`src/rtl/qte_pkg.sv`:
```
// Shared types and constants of the quaternion to Euler angle unit.
// Depends on nothing; used by every module under rtl/.
`default_nettype none
package qte_pkg;

	typedef logic [1:0] pole_case_t;

	localparam pole_case_t CASE_GENERAL = 2'd0;
	localparam pole_case_t CASE_NORTH   = 2'd1;
	localparam pole_case_t CASE_SOUTH   = 2'd2;

	localparam logic [15:0] THR_RESET = 16'd32735;

	// angle scale: degrees * 2^INT_FRAC
	localparam int INT_FRAC = 20;

	// operand width into the atan2 lanes; normalized magnitudes sit in [2^40, 2^41)
	localparam int OPW = 42;
	// CORDIC datapath width, leaves room for the gain
	localparam int CW = 45;
	// angle accumulator width
	localparam int ZW = 30;
	localparam int NORM_STEPS = 6;

	// integer square root of a 57 bit value
	localparam int SQW = 58;
	localparam int SQRT_STEPS = 29;
	localparam int SQRT_RES_W = 29;

	localparam logic signed [ZW-1:0] DEG90  = 30'sd94371840;
	localparam logic signed [ZW-1:0] DEG180 = 30'sd188743680;

	localparam int ATAN_LEN = 24;
	localparam logic signed [ZW-1:0] ATAN_TAB [ATAN_LEN] = '{
		30'sd47185920, 30'sd27855475, 30'sd14718068, 30'sd7471121,
		30'sd3750058,  30'sd1876857,  30'sd938658,   30'sd469357,
		30'sd234682,   30'sd117342,   30'sd58671,    30'sd29335,
		30'sd14668,    30'sd7334,     30'sd3667,     30'sd1833,
		30'sd917,      30'sd458,      30'sd229,      30'sd115,
		30'sd57,       30'sd29,       30'sd14,       30'sd7
	};

endpackage
`default_nettype wire

```
`src/rtl/qte_sqrt_cell.sv`:
```
// One registered step of the digit-by-digit integer square root.
// Depends on qte_pkg.
`default_nettype none
module qte_sqrt_cell #(
	parameter int K = 0
) (
	input  logic                    clk,
	input  logic [qte_pkg::SQW-1:0] v_in,
	input  logic [qte_pkg::SQW-1:0] r_in,
	output logic [qte_pkg::SQW-1:0] v_out,
	output logic [qte_pkg::SQW-1:0] r_out
);
	import qte_pkg::*;

	localparam logic [SQW-1:0] BIT = SQW'(64'd1 << (2 * K));

	logic [SQW:0]   trial;
	logic [SQW-1:0] v_q, r_q;

	assign trial = {1'b0, r_in} + {1'b0, BIT};

	always_ff @(posedge clk) begin
		if ({1'b0, v_in} >= trial) begin
			v_q <= v_in - trial[SQW-1:0];
			r_q <= (r_in >> 1) + BIT;
		end else begin
			v_q <= v_in;
			r_q <= r_in >> 1;
		end
	end

	assign v_out = v_q;
	assign r_out = r_q;

endmodule
`default_nettype wire

```
`config.mk`:
```
export PLATFORM = sky130hd
export DESIGN_NAME = qte_sqrt_cell
export DESIGN_NICKNAME = d
export VERILOG_FILES = /design/src/rtl/qte_pkg.sv /design/src/rtl/qte_sqrt_cell.sv
export SDC_FILE = /design/constraint.sdc
export NUM_CORES = 1
export LEC_CHECK = 0
export ABC_CLOCK_PERIOD_IN_PS = 5500
export BUFFER_PORTS_ARGS = -buffer_cell sky130_fd_sc_hd__buf_4
export CAP_MARGIN = 10
export CORE_ASPECT_RATIO = 2
export CORE_MARGIN = 8
export CORE_UTILIZATION = 35
export DETAILED_ROUTE_END_ITERATION = 8
export PLACE_DENSITY = 0.55
export SYNTH_ARGS = -nofsm -noshare
export SYNTH_HDL_FRONTEND = slang
export SYNTH_SLANG_ARGS = --single-unit
```
`constraint.sdc`:
```
create_clock -name clk -period 5.5 [get_ports clk]
set_input_delay 0.825 -clock clk [delete_from_list [all_inputs] [get_ports clk]]
set_output_delay 0.825 -clock clk [all_outputs]
set_load 0.005 [all_outputs]
```
==> metrics.yaml <==
sw_frac_of_total: 0.3176
final_core_util: 0.4828
grt_max_degree: 42
fp.dieH_um: 240.4
finalCritPeriodShare: 0.9237
min_to: "r_out[4]"
dieArea_um2: 30820
first_global_vias: 9907
relSlewSlack: 0.5169
netlist_instances: 1133
setup.worst_path.class: "primary input to flop"
p_switching_mw: 1.044
synth_seq_cells: 116
syn_nets: 1311
critPathRequiredTime_ns: 5.81
num_rows: 82
tritoncts: "built"
grt_pass1_wl_um: 56690
hold_viol_final: 0
drive_gt1_frac: 0.2635
dp_cells: 1735
ys_seq_area_frac: 0.2635
clock_sinks: 116
dp_hpwl_um: 32590
layout_common_cells: "buf_4 (311), nand2_1 (161), dfxtp_1 (116)"
ir_drop_uv: 215.6
ys.flop_type: "dfxtp_1"
cts_root_buffer: "clkbuf_16"
syn_to_final_growth_pct: 36.60
wire_per_inst_um: 21.77
cts_buffers: 17
timing.fmax_mhz: 196.8
cts.clk_slew.worst_paths_ns: 0.06
fin_crit_ns: 5.080
yosysUniqueCellTypes: 65
tightest_slew_ns: 0.7171
avgSynthCellArea_um2: 7.778
power.share.clock: 0.381
initialDrtViolationCount: 569
crit_path_start_kind: "primary input"
via_per_inst: 5.356
antenna_left: 0
layout_commonest_cell: "buf_4"
cellLeakagePower_nw: 5.239
drcViolationCount: 0
critPathMaxFanout: 8
power_density_nw_per_um2: 273.1
initial_utilization: 0.3535
async_reset_ff_frac: 0
vias: 9469
max_cap_viol_count: 0
portBuffers: 232
hold_start: "r_in[5]"
setup_viol: 0
die_w_um: 128.2
cts_setup_buffers: 0
fin_area_um2: 12040
cts.htree.levels: 4
intPower_mw: 2.243
whs_ns: 0.5842
status: "completed"
combPwrFrac: 0.321
clk_path_buf_depth: 2
crit_arrival_ns: 5.39
nets: 1596
core-area_um2: 24930
place_congestion: 1.006
holdCritPathClass: "primary input to flop"
antenna_found_initial: 2
drv_slew: 0
seqPwrFrac: 0.298
global_route.usage.total: 0.2490
fin_cells: 1768
yosysWarnings: 0
synth_edf_count: 0
overflow: 0
rsz0062_at_grt: "false"
min_path_cells: 2
drtPass1Iterations: 5
end_kind: "flop"
place_area_um2: 11380
drt-total-wl_um: 38500
ios: 233
syn_area_um2: 8812
[registers in the layout (all words and copies together) (netlist names)]
register,count
r_out,58
v_out,58
[critical path, stage by stage]
cell      delay (ns)
buf_4           0.12
and3_1          0.23
nand2_1         0.09
nor2_1          0.24
nand3_1         0.23
nor3_2          0.34
nand3_1         0.11
nor2_1          0.10
buf_4           0.17
nand2_1         0.07
xor2_1          0.15
ha_1            0.39
nand4_1         0.34
nor4_1          0.52
a41o_1          0.24
a211oi_1        0.08
a211o_1         0.34
a21o_4          0.27
nor3_2          0.40
xor2_1          0.11
[synth_stat cells, types with 11 or more instances]
library cell	instances	area share
clkbuf_1	11	0.0047
and2_1	11	0.0078
dfxtp_1	116	0.26
o21ai_0	37	0.021
nand2_1	161	0.069
a21oi_1	74	0.042
xor2_1	77	0.077
inv_1	19	0.0081
nor2_1	72	0.031
and3_1	30	0.021
a21o_1	24	0.020
nand3_1	61	0.035
ha_1	60	0.085
xnor2_1	87	0.086
o21ai_1	53	0.030
nand4_1	41	0.029
nor3_1	27	0.015
buf_2	22	0.012
[how the worst max path moves through the flow]
stage | startpoint | to | slack [ns] | cells after the start
finish | r_in[3] | r_out[55] | 0.42 | 20
global placement | r_in[3] | v_out[54] | -0.10 | 21
global route | r_in[3] | r_out[12] | 0.07 | 21
CTS | r_in[3] | v_out[54] | 0.35 | 21
detailed placement | r_in[3] | v_out[54] | -0.1 | 21
floorplan | r_in[3] | r_out[17] | 0.46 | 23
[per-layer routing]
| layer | routed length, um | global-route usage | up-vias |
|---|---|---|---|
| met5 | 0 | 0 | - |
| met4 | 2847 | 0.1983 | 0 |
| met3 | 1833 | 0.05020 | 125 |
| met2 | 21440 | 0.4837 | 352 |
| met1 | 12380 | 0.2115 | 4372 |
| li1 | - | - | 4620 |
[cell families after synthesis]
| logic type | Yosys count | share of synthesized area |
|---|---|---|
| simple gates | 459 | 0.2594 |
| mux | 3 | 0.003408 |
| compound gates | 261 | 0.1813 |
| fa+ha+maj | 61 | 0.08746 |
| buf+inv | 69 | 0.04189 |
| xor+xnor | 164 | 0.1630 |
| flops | 116 | 0.2635 |
[power groups by stage]
stage	Clock [mW]	Sequential, mW	Combinational, mW
floorplan	0	1.01	0.542
global placement	0	0.998	1.06
detailed placement	0	0.998	1.06
CTS	1.27	0.981	1.06
global route	1.31	0.990	1.15
finish	1.25	0.980	1.05
[timing repair]
item	in CTS	in global routing
resized for setup	0	1
endpoints found under the setup margin	0	1
hold buffers	0	0
hold endpoints to repair	0	0
[per-stage QoR]
stage	power (mW)	TNS [ns]	worst slack [ns]
2_1_floorplan	1.548	0	0.4583
4_1_cts	3.317	0	0.3515
3_5_place_dp	2.056	-0.1467	-0.09772
6_report	3.288	0	0.4196
5_1_grt	3.449	0	0.07403
3_3_place_gp	2.057	-0.1989	-0.1032
[cell type report]
cell class / count / area, um2
antenna: 1 / 2.502
clock buffer: 18 / 439.2
clock inverter: 14 / 207.7
fill: 2537 / 12890
inverter: 19 / 71.32
multi-input combinational: 948 / 6140
sequential: 116 / 2322
tap: 336 / 420.4
timing repair buffer: 316 / 2435
Power figures use the tool's default switching activity.
